### src/rtl/core/rrtt_pkg.sv
package rrtt_pkg;

	localparam logic [1:0] CMD_CREATE = 2'd0;
	localparam logic [1:0] CMD_YIELD  = 2'd1;
	localparam logic [1:0] CMD_EXIT   = 2'd2;

	localparam logic [1:0] STAT_OK           = 2'd0;
	localparam logic [1:0] STAT_NO_SLOT      = 2'd1;
	localparam logic [1:0] STAT_NO_MEM       = 2'd2;
	localparam logic [1:0] STAT_EXIT_REFUSED = 2'd3;

	localparam logic [1:0] SLOT_DEAD    = 2'd0;
	localparam logic [1:0] SLOT_WAITING = 2'd1;
	localparam logic [1:0] SLOT_RUNNING = 2'd2;

	typedef struct packed {
		logic [1:0]  cmd;
		logic [31:0] stk_base;
		logic [31:0] cur_sp;
	} rrtt_in_t;

	typedef struct packed {
		logic [1:0]  status;
		logic [31:0] new_task_id;
		logic        switched;
		logic [3:0]  old_slot;
		logic [3:0]  new_slot;
		logic [31:0] resume_sp;
		logic        freed_valid;
		logic [31:0] freed_base;
		logic [31:0] current_id;
	} rrtt_out_t;

endpackage

### src/rtl/core/rrtt_ram.sv
module rrtt_ram #(
	parameter int DEPTH = 16
) (
	input  logic                     clk,
	input  logic                     we,
	input  logic [$clog2(DEPTH)-1:0] waddr,
	input  logic [31:0]              wdata,
	input  logic                     re,
	input  logic [$clog2(DEPTH)-1:0] raddr,
	output logic [31:0]              rdata
);

	logic [31:0] mem [DEPTH];

	always_ff @(posedge clk) begin
		if (we) begin
			mem[waddr] <= wdata;
		end
	end

	// Read data holds until the next read is issued.
	always_ff @(posedge clk) begin
		if (re) begin
			rdata <= mem[raddr];
		end
	end

endmodule

### src/rtl/core/round_robin_task_table_unit.sv
// Each command runs as a sequence: create scans one slot per cycle from slot 1,
// yield scans one slot per cycle round robin from the slot after the current one,
// and exit reads the stack base of the current slot before its yield scan.
// One command at a time: in_ready is high only while the sequencer is idle.
// The finished result sits in an output register until it is taken.
// Reset (arst_n low, asynchronous) makes slot 0 running, all others dead, current slot 0
// and the id counter 1; the slot id, stack and pointer memories need no clearing.
module round_robin_task_table_unit #(
	parameter int SLOTS       = 16,
	parameter int STACK_BYTES = 4096
) (
	input  logic                clk,
	input  logic                arst_n,
	input  logic                in_valid,
	output logic                in_ready,
	input  rrtt_pkg::rrtt_in_t  in_data,
	output logic                out_valid,
	input  logic                out_ready,
	output rrtt_pkg::rrtt_out_t out_data
);

	localparam int IW = $clog2(SLOTS);
	localparam int CW = $clog2(SLOTS + 1);
	localparam logic [31:0] SP_OFS = 32'(STACK_BYTES - 24);

	typedef enum logic [7:0] {
		S_IDLE  = 8'b0000_0001,
		S_CSCAN = 8'b0000_0010,
		S_YSCAN = 8'b0000_0100,
		S_XREAD = 8'b0000_1000,
		S_XCAP  = 8'b0001_0000,
		S_IDRD  = 8'b0010_0000,
		S_FIN   = 8'b0100_0000,
		S_SPARE = 8'b1000_0000
	} state_t;

	state_t          state_q;
	logic [IW-1:0]   cur_q;
	logic [IW-1:0]   idx_q;
	logic [CW-1:0]   cnt_q;
	logic [31:0]     idc_q;
	logic [1:0]      slot_st_q [SLOTS];
	logic            exit_q;
	logic [31:0]     base_q;
	logic [31:0]     sp_q;
	logic [1:0]      res_status_q;
	logic [31:0]     new_id_q;
	logic            sw_q;
	logic [3:0]      old_q;
	logic [3:0]      new_q;
	logic            freed_v_q;
	logic [31:0]     freed_b_q;
	logic            out_valid_q;
	rrtt_pkg::rrtt_out_t out_q;

	logic [1:0]    st_idx;
	logic          live;
	logic          create_wr;
	logic          yield_sw;
	logic [IW-1:0] idx_wrap;
	logic [IW-1:0] cur_wrap;
	logic [31:0]   id_rd;
	logic [31:0]   stack_rd;
	logic [31:0]   sp_rd;
	logic          sp_we;
	logic [IW-1:0] sp_waddr;
	logic [31:0]   sp_wdata;

	function automatic logic [3:0] slot4(input logic [IW-1:0] s);
		logic [IW+3:0] e;
		e = {4'b0000, s};
		return e[3:0];
	endfunction

	function automatic logic [IW-1:0] wrap_inc(input logic [IW-1:0] s);
		return (s == IW'(SLOTS - 1)) ? '0 : s + 1'b1;
	endfunction

	assign st_idx    = slot_st_q[idx_q];
	assign live      = (st_idx == rrtt_pkg::SLOT_WAITING) || (st_idx == rrtt_pkg::SLOT_RUNNING);
	assign create_wr = (state_q == S_CSCAN) && (st_idx == rrtt_pkg::SLOT_DEAD) && (base_q != 32'd0);
	assign yield_sw  = (state_q == S_YSCAN) && live && (idx_q != cur_q);
	assign idx_wrap  = wrap_inc(idx_q);
	assign cur_wrap  = wrap_inc(cur_q);

	assign sp_we    = create_wr || yield_sw;
	assign sp_waddr = create_wr ? idx_q : cur_q;
	assign sp_wdata = create_wr ? base_q + SP_OFS : sp_q;

	rrtt_ram #(.DEPTH(SLOTS)) u_id_ram (
		.clk   (clk),
		.we    (create_wr),
		.waddr (idx_q),
		.wdata (idc_q),
		.re    (state_q == S_IDRD),
		.raddr (cur_q),
		.rdata (id_rd)
	);

	rrtt_ram #(.DEPTH(SLOTS)) u_stack_ram (
		.clk   (clk),
		.we    (create_wr),
		.waddr (idx_q),
		.wdata (base_q),
		.re    (state_q == S_XREAD),
		.raddr (cur_q),
		.rdata (stack_rd)
	);

	rrtt_ram #(.DEPTH(SLOTS)) u_sp_ram (
		.clk   (clk),
		.we    (sp_we),
		.waddr (sp_waddr),
		.wdata (sp_wdata),
		.re    (yield_sw),
		.raddr (idx_q),
		.rdata (sp_rd)
	);

	always_ff @(posedge clk or negedge arst_n) begin
		if (!arst_n) begin
			state_q      <= S_IDLE;
			cur_q        <= '0;
			idx_q        <= '0;
			cnt_q        <= '0;
			idc_q        <= 32'd1;
			exit_q       <= 1'b0;
			base_q       <= '0;
			sp_q         <= '0;
			res_status_q <= rrtt_pkg::STAT_OK;
			new_id_q     <= '0;
			sw_q         <= 1'b0;
			old_q        <= '0;
			new_q        <= '0;
			freed_v_q    <= 1'b0;
			freed_b_q    <= '0;
			out_valid_q  <= 1'b0;
			out_q        <= '0;
			for (int i = 0; i < SLOTS; i++) begin
				slot_st_q[i] <= (i == 0) ? rrtt_pkg::SLOT_RUNNING : rrtt_pkg::SLOT_DEAD;
			end
		end else begin
			if (out_ready && (state_q != S_FIN)) begin
				out_valid_q <= 1'b0;
			end
			case (state_q)
				S_IDLE: begin
					if (in_valid) begin
						base_q       <= in_data.stk_base;
						sp_q         <= in_data.cur_sp;
						res_status_q <= rrtt_pkg::STAT_OK;
						new_id_q     <= '0;
						sw_q         <= 1'b0;
						old_q        <= '0;
						new_q        <= '0;
						freed_v_q    <= 1'b0;
						freed_b_q    <= '0;
						exit_q       <= 1'b0;
						case (in_data.cmd)
							rrtt_pkg::CMD_CREATE: begin
								idx_q   <= IW'(1);
								state_q <= S_CSCAN;
							end
							rrtt_pkg::CMD_YIELD: begin
								idx_q   <= cur_wrap;
								cnt_q   <= CW'(1);
								state_q <= S_YSCAN;
							end
							rrtt_pkg::CMD_EXIT: begin
								if (cur_q == '0) begin
									res_status_q <= rrtt_pkg::STAT_EXIT_REFUSED;
									state_q      <= S_IDRD;
								end else begin
									state_q <= S_XREAD;
								end
							end
							default: begin
								state_q <= S_IDRD;
							end
						endcase
					end
				end
				S_CSCAN: begin
					if (st_idx == rrtt_pkg::SLOT_DEAD) begin
						if (base_q == 32'd0) begin
							res_status_q <= rrtt_pkg::STAT_NO_MEM;
						end else begin
							slot_st_q[idx_q] <= rrtt_pkg::SLOT_WAITING;
							new_id_q         <= idc_q;
							idc_q            <= idc_q + 32'd1;
						end
						state_q <= S_IDRD;
					end else if (idx_q == IW'(SLOTS - 1)) begin
						res_status_q <= rrtt_pkg::STAT_NO_SLOT;
						state_q      <= S_IDRD;
					end else begin
						idx_q <= idx_q + 1'b1;
					end
				end
				S_XREAD: begin
					slot_st_q[cur_q] <= rrtt_pkg::SLOT_DEAD;
					exit_q           <= 1'b1;
					state_q          <= S_XCAP;
				end
				S_XCAP: begin
					freed_v_q <= (stack_rd != 32'd0);
					freed_b_q <= stack_rd;
					idx_q     <= cur_wrap;
					cnt_q     <= CW'(1);
					state_q   <= S_YSCAN;
				end
				S_YSCAN: begin
					if (live) begin
						if (idx_q != cur_q) begin
							// The current slot is always running unless it just exited.
							if (!exit_q) begin
								slot_st_q[cur_q] <= rrtt_pkg::SLOT_WAITING;
							end
							slot_st_q[idx_q] <= rrtt_pkg::SLOT_RUNNING;
							sw_q  <= 1'b1;
							old_q <= slot4(cur_q);
							new_q <= slot4(idx_q);
							cur_q <= idx_q;
						end
						state_q <= S_IDRD;
					end else if (cnt_q == CW'(SLOTS)) begin
						state_q <= S_IDRD;
					end else begin
						idx_q <= idx_wrap;
						cnt_q <= cnt_q + 1'b1;
					end
				end
				S_IDRD: begin
					state_q <= S_FIN;
				end
				S_FIN: begin
					if (!out_valid_q || out_ready) begin
						out_q.status      <= res_status_q;
						out_q.new_task_id <= new_id_q;
						out_q.switched    <= sw_q;
						out_q.old_slot    <= old_q;
						out_q.new_slot    <= new_q;
						out_q.resume_sp   <= sw_q ? sp_rd : 32'd0;
						out_q.freed_valid <= freed_v_q;
						out_q.freed_base  <= freed_b_q;
						// Slot 0 is never created, so its id stays zero.
						out_q.current_id  <= (cur_q == '0) ? 32'd0 : id_rd;
						out_valid_q       <= 1'b1;
						state_q           <= S_IDLE;
					end
				end
				default: begin
					state_q <= S_IDLE;
				end
			endcase
		end
	end

	assign in_ready  = (state_q == S_IDLE);
	assign out_valid = out_valid_q;
	assign out_data  = out_q;

	a_cur_running: assert property (@(posedge clk) disable iff (!arst_n)
		(state_q == S_IDLE) |-> (slot_st_q[cur_q] == rrtt_pkg::SLOT_RUNNING))
		else $error("current slot is not running while idle");

	a_slot0_live: assert property (@(posedge clk) disable iff (!arst_n)
		slot_st_q[0] != rrtt_pkg::SLOT_DEAD)
		else $error("slot 0 is dead");

	a_busy_after_accept: assert property (@(posedge clk) disable iff (!arst_n)
		(in_valid && in_ready) |=> !in_ready)
		else $error("new beat taken right after an accepted beat");

	a_switch_distinct: assert property (@(posedge clk) disable iff (!arst_n)
		(state_q == S_FIN && sw_q) |-> (old_q != new_q || SLOTS > 16))
		else $error("switch reported to the same slot");

endmodule

### config.mk
export PLATFORM = sky130hd
export DESIGN_NAME = round_robin_task_table_unit
export DESIGN_NICKNAME = d
export VERILOG_FILES = /design/src/rtl/core/rrtt_pkg.sv /design/src/rtl/core/rrtt_ram.sv /design/src/rtl/core/round_robin_task_table_unit.sv
export SDC_FILE = /design/constraint.sdc
export NUM_CORES = 2
export LEC_CHECK = 0
export CORE_MARGIN = 2
export CORE_UTILIZATION = 45
export DETAILED_ROUTE_END_ITERATION = 8
export DONT_BUFFER_PORTS = 1
export SYNTH_ARGS = -nofsm -noshare
export SYNTH_HDL_FRONTEND = slang
export SYNTH_SLANG_ARGS = --single-unit
### constraint.sdc
create_clock -name clk -period 8.55 [get_ports clk]
set_input_delay 1.71 -clock clk [delete_from_list [all_inputs] [get_ports clk]]
set_output_delay 1.71 -clock clk [all_outputs]
set_load 0.05 [all_outputs]
== Word-level counts from Yosys, hierarchy flattened ==
Memories as Yosys holds them, arrays and structs flattened. A register that Yosys moved wholly into a read port is not among the register bits.
Cells that the tools add are included.

* Register bits after elaboration: 367
* RAM bits: 1536
* Logic and storage cells: 210
* Memories kept: 3

{| class="wikitable"
|+ Memory list
! memory !! words !! bits a word !! read ports !! clocked after memory_dff !! write ports !! RTL line !! text
|-
| u_id_ram.mem || 16 || 32 || 1 || 1 || 1 || rrtt_ram.sv:13 || <nowiki>logic [31:0] mem [DEPTH];</nowiki>
|-
| u_sp_ram.mem || 16 || 32 || 1 || 1 || 1 || rrtt_ram.sv:13 ||
|-
| u_stack_ram.mem || 16 || 32 || 1 || 1 || 1 || rrtt_ram.sv:13 ||
|}

* Add/subtract/negate cells: 5
* Order comparisons: 4
* Equality and inequality tests: 31
* Muxes and demuxes: 75
* Bitwise operators: 14
* Reduce and logical (&&, ||, !) cells: 37

{| class="wikitable"
|+ Operators with widths
! cell !! number
|-
| $mux W32 || 14
|-
| $pmux W32 S2 || 2
|-
| $pmux W32 S3 || 1
|-
| $reduce_bool A32 Y1 || 2
|-
| $pmux W8 S7 || 1
|-
| $mux W4 || 13
|-
| $and A16 B16 Y16 || 3
|-
| $mux W8 || 6
|-
| $not A16 Y16 || 3
|-
| $or A16 B16 Y16 || 3
|-
| $add A32 B1 Y32 const B || 1
|-
| $add A32 B12 Y32 const B || 1
|-
| $and A32 B32 Y32 || 1
|-
| $logic_not A32 Y1 || 1
|-
| $not A32 Y32 || 1
|-
| $pmux W4 S2 || 3
|-
| $mux W2 || 10
|-
| $mux W5 || 4
|-
| $pmux W6 S3 || 1
|-
| $demux W2 S4 || 2
|-
| $ne A2 B2 Y1 const B || 8
|-
| $pmux W4 S4 || 1
|-
| $reduce_and A4 Y1 || 4
|-
| $pmux W5 S3 || 1
|-
| other kinds (39) || 79
|}

== Depth between registers and ports, before layout ==
* Word-level depth: 15
* Gate-level depth with buffers: 15
* Gate-level depth less buffers: 9

== Cells and area by module ==
Synthesis repeated with hierarchy kept, for this count alone.

* Cell total of the unflattened synthesis: 4266
* Area, all modules: 77556.9 µm²

{| class="wikitable"
|+ By module, submodules not included
! module !! times used !! cells an instance !! area an instance (µm²)
|-
| rrtt_ram || 3 || 838 || 20155.6
|-
| round_robin_task_table_unit || 1 || 1752 || 17090.1
|}

== Least setup slack after synthesis ==
No wires, ideal clock.

* Path type: flip-flop to flip-flop
* Start point: register idx_q[0]
* End point: memory u_id_ram.mem[0][0], enable pin
* Library setup time: 565 ps
* Data arrival time: 6909 ps
* Data required time: 7985 ps
* Setup slack: 1076 ps
* Cell stages (with the launch flop): 9
* Period minus slack after synthesis: 7474 ps
* Cells stage by stage: dfrtp_1 buf_2 buf_1 mux4_2 mux4_2 inv_1 ha_1 nand4_2 nor3_1

* Word-level cells in the longest chain between the ends: 9

{| class="wikitable"
|+ Ends and longest elaborated chain
! what !! RTL line !! text
|-
| start, declared || round_robin_task_table_unit.sv:39 || <nowiki>logic [IW-1:0] idx_q;</nowiki>
|-
| start signal, assigned || round_robin_task_table_unit.sv:165 || <nowiki>idx_q <= cur_wrap;</nowiki>
|-
| start signal, assigned || round_robin_task_table_unit.sv:197 || <nowiki>idx_q <= idx_q + 1'b1;</nowiki>
|-
| start signal, assigned || round_robin_task_table_unit.sv:208 || <nowiki>idx_q <= cur_wrap;</nowiki>
|-
| $not A4 Y5 (implied by the code) || round_robin_task_table_unit.sv:79 || <nowiki>assign st_idx = slot_st_q[idx_q];</nowiki>
|-
| $bmux W2 S4 || round_robin_task_table_unit.sv:79 ||
|-
| $mux W2 (implied by the code) (2 in series) || round_robin_task_table_unit.sv:79 ||
|-
| $logic_not A2 Y1 || round_robin_task_table_unit.sv:81 || <nowiki>assign create_wr = (state_q == S_CSCAN) && (st_idx == rrtt_pkg::SLOT_DEAD) && (base_q != 32'd0);</nowiki>
|-
| $logic_and A1 B1 Y1 (2 in series) || round_robin_task_table_unit.sv:81 ||
|-
| $mux W1 || rrtt_ram.sv:16 || <nowiki>if (we) begin</nowiki>
|-
| $mux W1 (implied by the code) || rrtt_ram.sv:17 || <nowiki>mem[waddr] <= wdata;</nowiki>
|-
| end, declared || rrtt_ram.sv:13 ||
|}

Parallel ways exist; a longest one is shown, timed or not. The select of a mux whose other input is x is not followed.

== Worst setup path after layout ==
* Start point: register idx_q[1]
* End point: memory u_sp_ram.mem[2][8], enable pin

* Word-level cells in the longest chain between the ends: 11
* Elaborated cells on any way between the ends: 17

{| class="wikitable"
|+ Ends and longest elaborated chain
! what !! RTL line !! text
|-
| $not A4 Y5 (implied by the code) || round_robin_task_table_unit.sv:79 ||
|-
| $bmux W2 S4 || round_robin_task_table_unit.sv:79 ||
|-
| $mux W2 (implied by the code) (2 in series) || round_robin_task_table_unit.sv:79 ||
|-
| $eq A2 B1 Y1 or $eq A2 B2 Y1 (tied branches) || round_robin_task_table_unit.sv:80 || <nowiki>assign live = (st_idx == rrtt_pkg::SLOT_WAITING) || (st_idx == rrtt_pkg::SLOT_RUNNING);</nowiki>
|-
| $logic_or A1 B1 Y1 || round_robin_task_table_unit.sv:80 ||
|-
| $logic_and A1 B1 Y1 (2 in series) || round_robin_task_table_unit.sv:82 || <nowiki>assign yield_sw = (state_q == S_YSCAN) && live && (idx_q != cur_q);</nowiki>
|-
| $logic_or A1 B1 Y1 || round_robin_task_table_unit.sv:86 || <nowiki>assign sp_we = create_wr || yield_sw;</nowiki>
|-
| $mux W1 || rrtt_ram.sv:16 ||
|-
| $mux W1 (implied by the code) || rrtt_ram.sv:17 ||
|-
| end, declared || rrtt_ram.sv:13 ||
|}

Parallel ways exist; a longest one is shown, timed or not. The select of a mux whose other input is x is not followed.

==> impl_metrics.tcl <==
set metrics [dict create \
    place_inst 6044 \
    post_dp_cell_area_sq_mm 0.0806 \
    antenna_found_initial 17 \
    drive_above_1_share_pct 26.6 \
    skew_ns 0.0426 \
    fin_nets 4020 \
    final_cell_area_sq_mm 0.0871 \
    synth_top_area_share_pct 63.3 \
    leakage_nw 28.4 \
    r2r-end "u_sp_ram.mem[2][8]" \
    period_share_pct 66.8 \
    setup_viol 0 \
    ys.flop_type "edfxtp_1" \
    io-pin-count 212 \
    worstSetupPathType "reg -> reg" \
    track_usage_pct 21.1 \
    routedWlPerCell_um 28.5 \
    yosysMostFrequentCell "edfxtp_1" \
    arrival_ns 6.19 \
    worst_slack_ns 2.84 \
    worstPathMaxFanout 52 \
    ys_seq_elements 1998 \
    grt_pass1_vias 38227 \
    power_density_mw_per_mm2 303 \
    cp-end-kind "register" \
    top_layer "met5" \
    hold_path_class "reg -> reg" \
    areaGrowthSynthToFinish_pct 12.5 \
    synth_area_leaders "edfxtp_1, mux4_2, dfrtp_1" \
    die_h_um 419 \
    synth_cell_types 71 \
    grt_overflow_total 0 \
    ys_seq_area_share_pct 75.1 \
    yosysWarnings 0 \
    worstSetupStartpointType "register" \
    grt_pass1_wl_um 268000 \
    synthTopCellsByCount "edfxtp_1, mux4_2, dfrtp_1" \
    htreeDepth 4 \
    numCtsBuffers 201 \
    cpPeakStageDelay_ns 0.99 \
    die_x_um 419 \
    crit_end "u_sp_ram.mem[2][8]" \
    grt_max_degree 367 \
    peakVddDrop_mv 0.220 \
    clk_latency_ns 0.85 \
    synth_nets 3924 \
    fin_setup_tns_ns 0 \
    finalHoldViolations 0 \
    rsz0062_at_grt "no" \
    dr_wl_met3_um 10100 \
    synth_largest_area_cell "edfxtp_1" \
    rrSetupSlack_ns 2.84 \
    outcome "finished, final reports clean" \
    cts_root_buffer "clkbuf_16" \
    portBuffers 0 \
    path_clk_slew_ns 0.06 \
    num_rows 152 \
    slowest_stage "dfrtp_4" \
    r2r_cells 11 \
    slew_headroom_pct 12.9 \
    gp_congestion 0.853 \
    drv_cap 0 \
    dpl.hpwl_um 106000 \
    final_cells 6429 \
    period_needed_ns 5.71 \
    drt.antenna.violating_nets 0 \
    required_ns 9.03 \
    final_max_slew_viol_count 0 \
    r2r-start "idx_q[1]" \
    fin_hold_ws_ns 0.494 \
    clockBufferDepth 3 \
    pre_cts_slack_ns 2.79 \
    clkSinkCount 1998 \
    coreArea_sq_mm 0.171 \
    vias_per_cell 5.80 \
    cts_tree "yes" \
    wl_met2_um 92000 \
    hold_buffers 0 \
    p_total_mw 26.4 \
    crit_start "idx_q[1]" \
    start_util_pct 45.2 \
    avgSynthCellArea_sq_um 20.2 \
    synth_cells 3841 \
    dieArea_sq_mm 0.175 \
    wl_um 183000 \
    async_reset_ff_share_pct 18.3 \
    drt-initial-drc-count 3531 \
    clock.fmax_mhz 175 \
    synth_edf_count 1632 \
    utilization_pct 50.8 \
    drcViolationCount 0 \
    synth_area_sq_mm 0.0774 \
    dr.pass1.iters 5 \
    cts-resized-gates 0 \
    drt-met1-wl_um 76400 \
    tightest_slew_ns 1.31 \
    dr_total_vias 37320 \
    postCtsSetupBuffers 0 \
    crit_chain "mux4_2, mux4_2, inv_1, ha_1, o41ai_2, buf_4, or2_2, clkinv_2, nand3_1, o22ai_4, buf_4" \
]
cells by family after synthesis:
kind of cell | count (synthesis) | share of synthesized area (%)
simple gates | 582 | 3.56
flops | 1998 | 75.1
mux | 631 | 16.3
xor+xnor | 66 | 0.747
compound gates | 305 | 2.74
buf+inv | 246 | 1.31
fa+ha+maj | 13 | 0.210
worst min-delay path by stage:
stage | start | cells past startpoint | end
final | freed_b_q[15] | 1 | freed_b_q[15]
after global routing | freed_b_q[23] | 1 | freed_b_q[23]
after CTS | freed_b_q[15] | 1 | freed_b_q[15]
after detailed placement | freed_b_q[5] | 1 | freed_b_q[5]
after global placement | freed_v_q | 2 | freed_v_q
after floorplan | freed_v_q | 2 | freed_v_q
flip-flops by register name (all words and copies together) (netlist names), 7 cells and up:
signal,cells
base_q,32
freed_b_q,32
idc_q,32
new_id_q,32
out_data,140
slot_st_q,32
sp_q,32
state_q,7
u_id_ram.mem,512
u_id_ram.rdata,32
u_sp_ram.mem,512
u_sp_ram.rdata,32
u_stack_ram.mem,512
u_stack_ram.rdata,32
cell type report:
class | instances | area [sq um]
fillers | 13589 | 84200
flip-flops and latches | 1998 | 58200
multi-input cells | 1597 | 18500
clock buffers | 284 | 5670
well taps | 2310 | 2890
repair buffers | 113 | 923
clock inverters | 96 | 792
inverters | 26 | 98.8
diodes | 5 | 12.5
cells in the final DEF, fill, tap and decap left out, types with 56 or more instances in the layout:
master and count:
clkbuf_1 58, mux2_2 141, nand3_1 57, buf_4 107
dfrtp_1 356, clkbuf_16 208, o21ai_0 109, a22o_1 56
mux4_2 490, edfxtp_1 1632, nand2_1 305
routing by layer:
layer / vias to the layer above / global-route usage [%]
li1: 15841 / -
met1: 20051 / 28.9
met2: 1138 / 34.8
met3: 276 / 3.71
met4: 14 / 6.12
met5: - / 0
worst max-delay path, delay by kind of cell, from the launching register on:
kind	cells	cell delay [ns]
AO/OA/AOI/OAI	2	0.76
multiplexers	2	1.15
adder cells (fa/ha/maj)	1	0.23
buffers and inverters	4	1.29
AND/OR/NAND/NOR	2	0.90
flip-flops	1	0.99
where the power goes:
group          switching [mW]  internal [mW]
combinational            2.83           2.01
sequential               1.15           11.8
clock                    3.68           4.87
No activity file was read; power rests on OpenSTA's default activity.
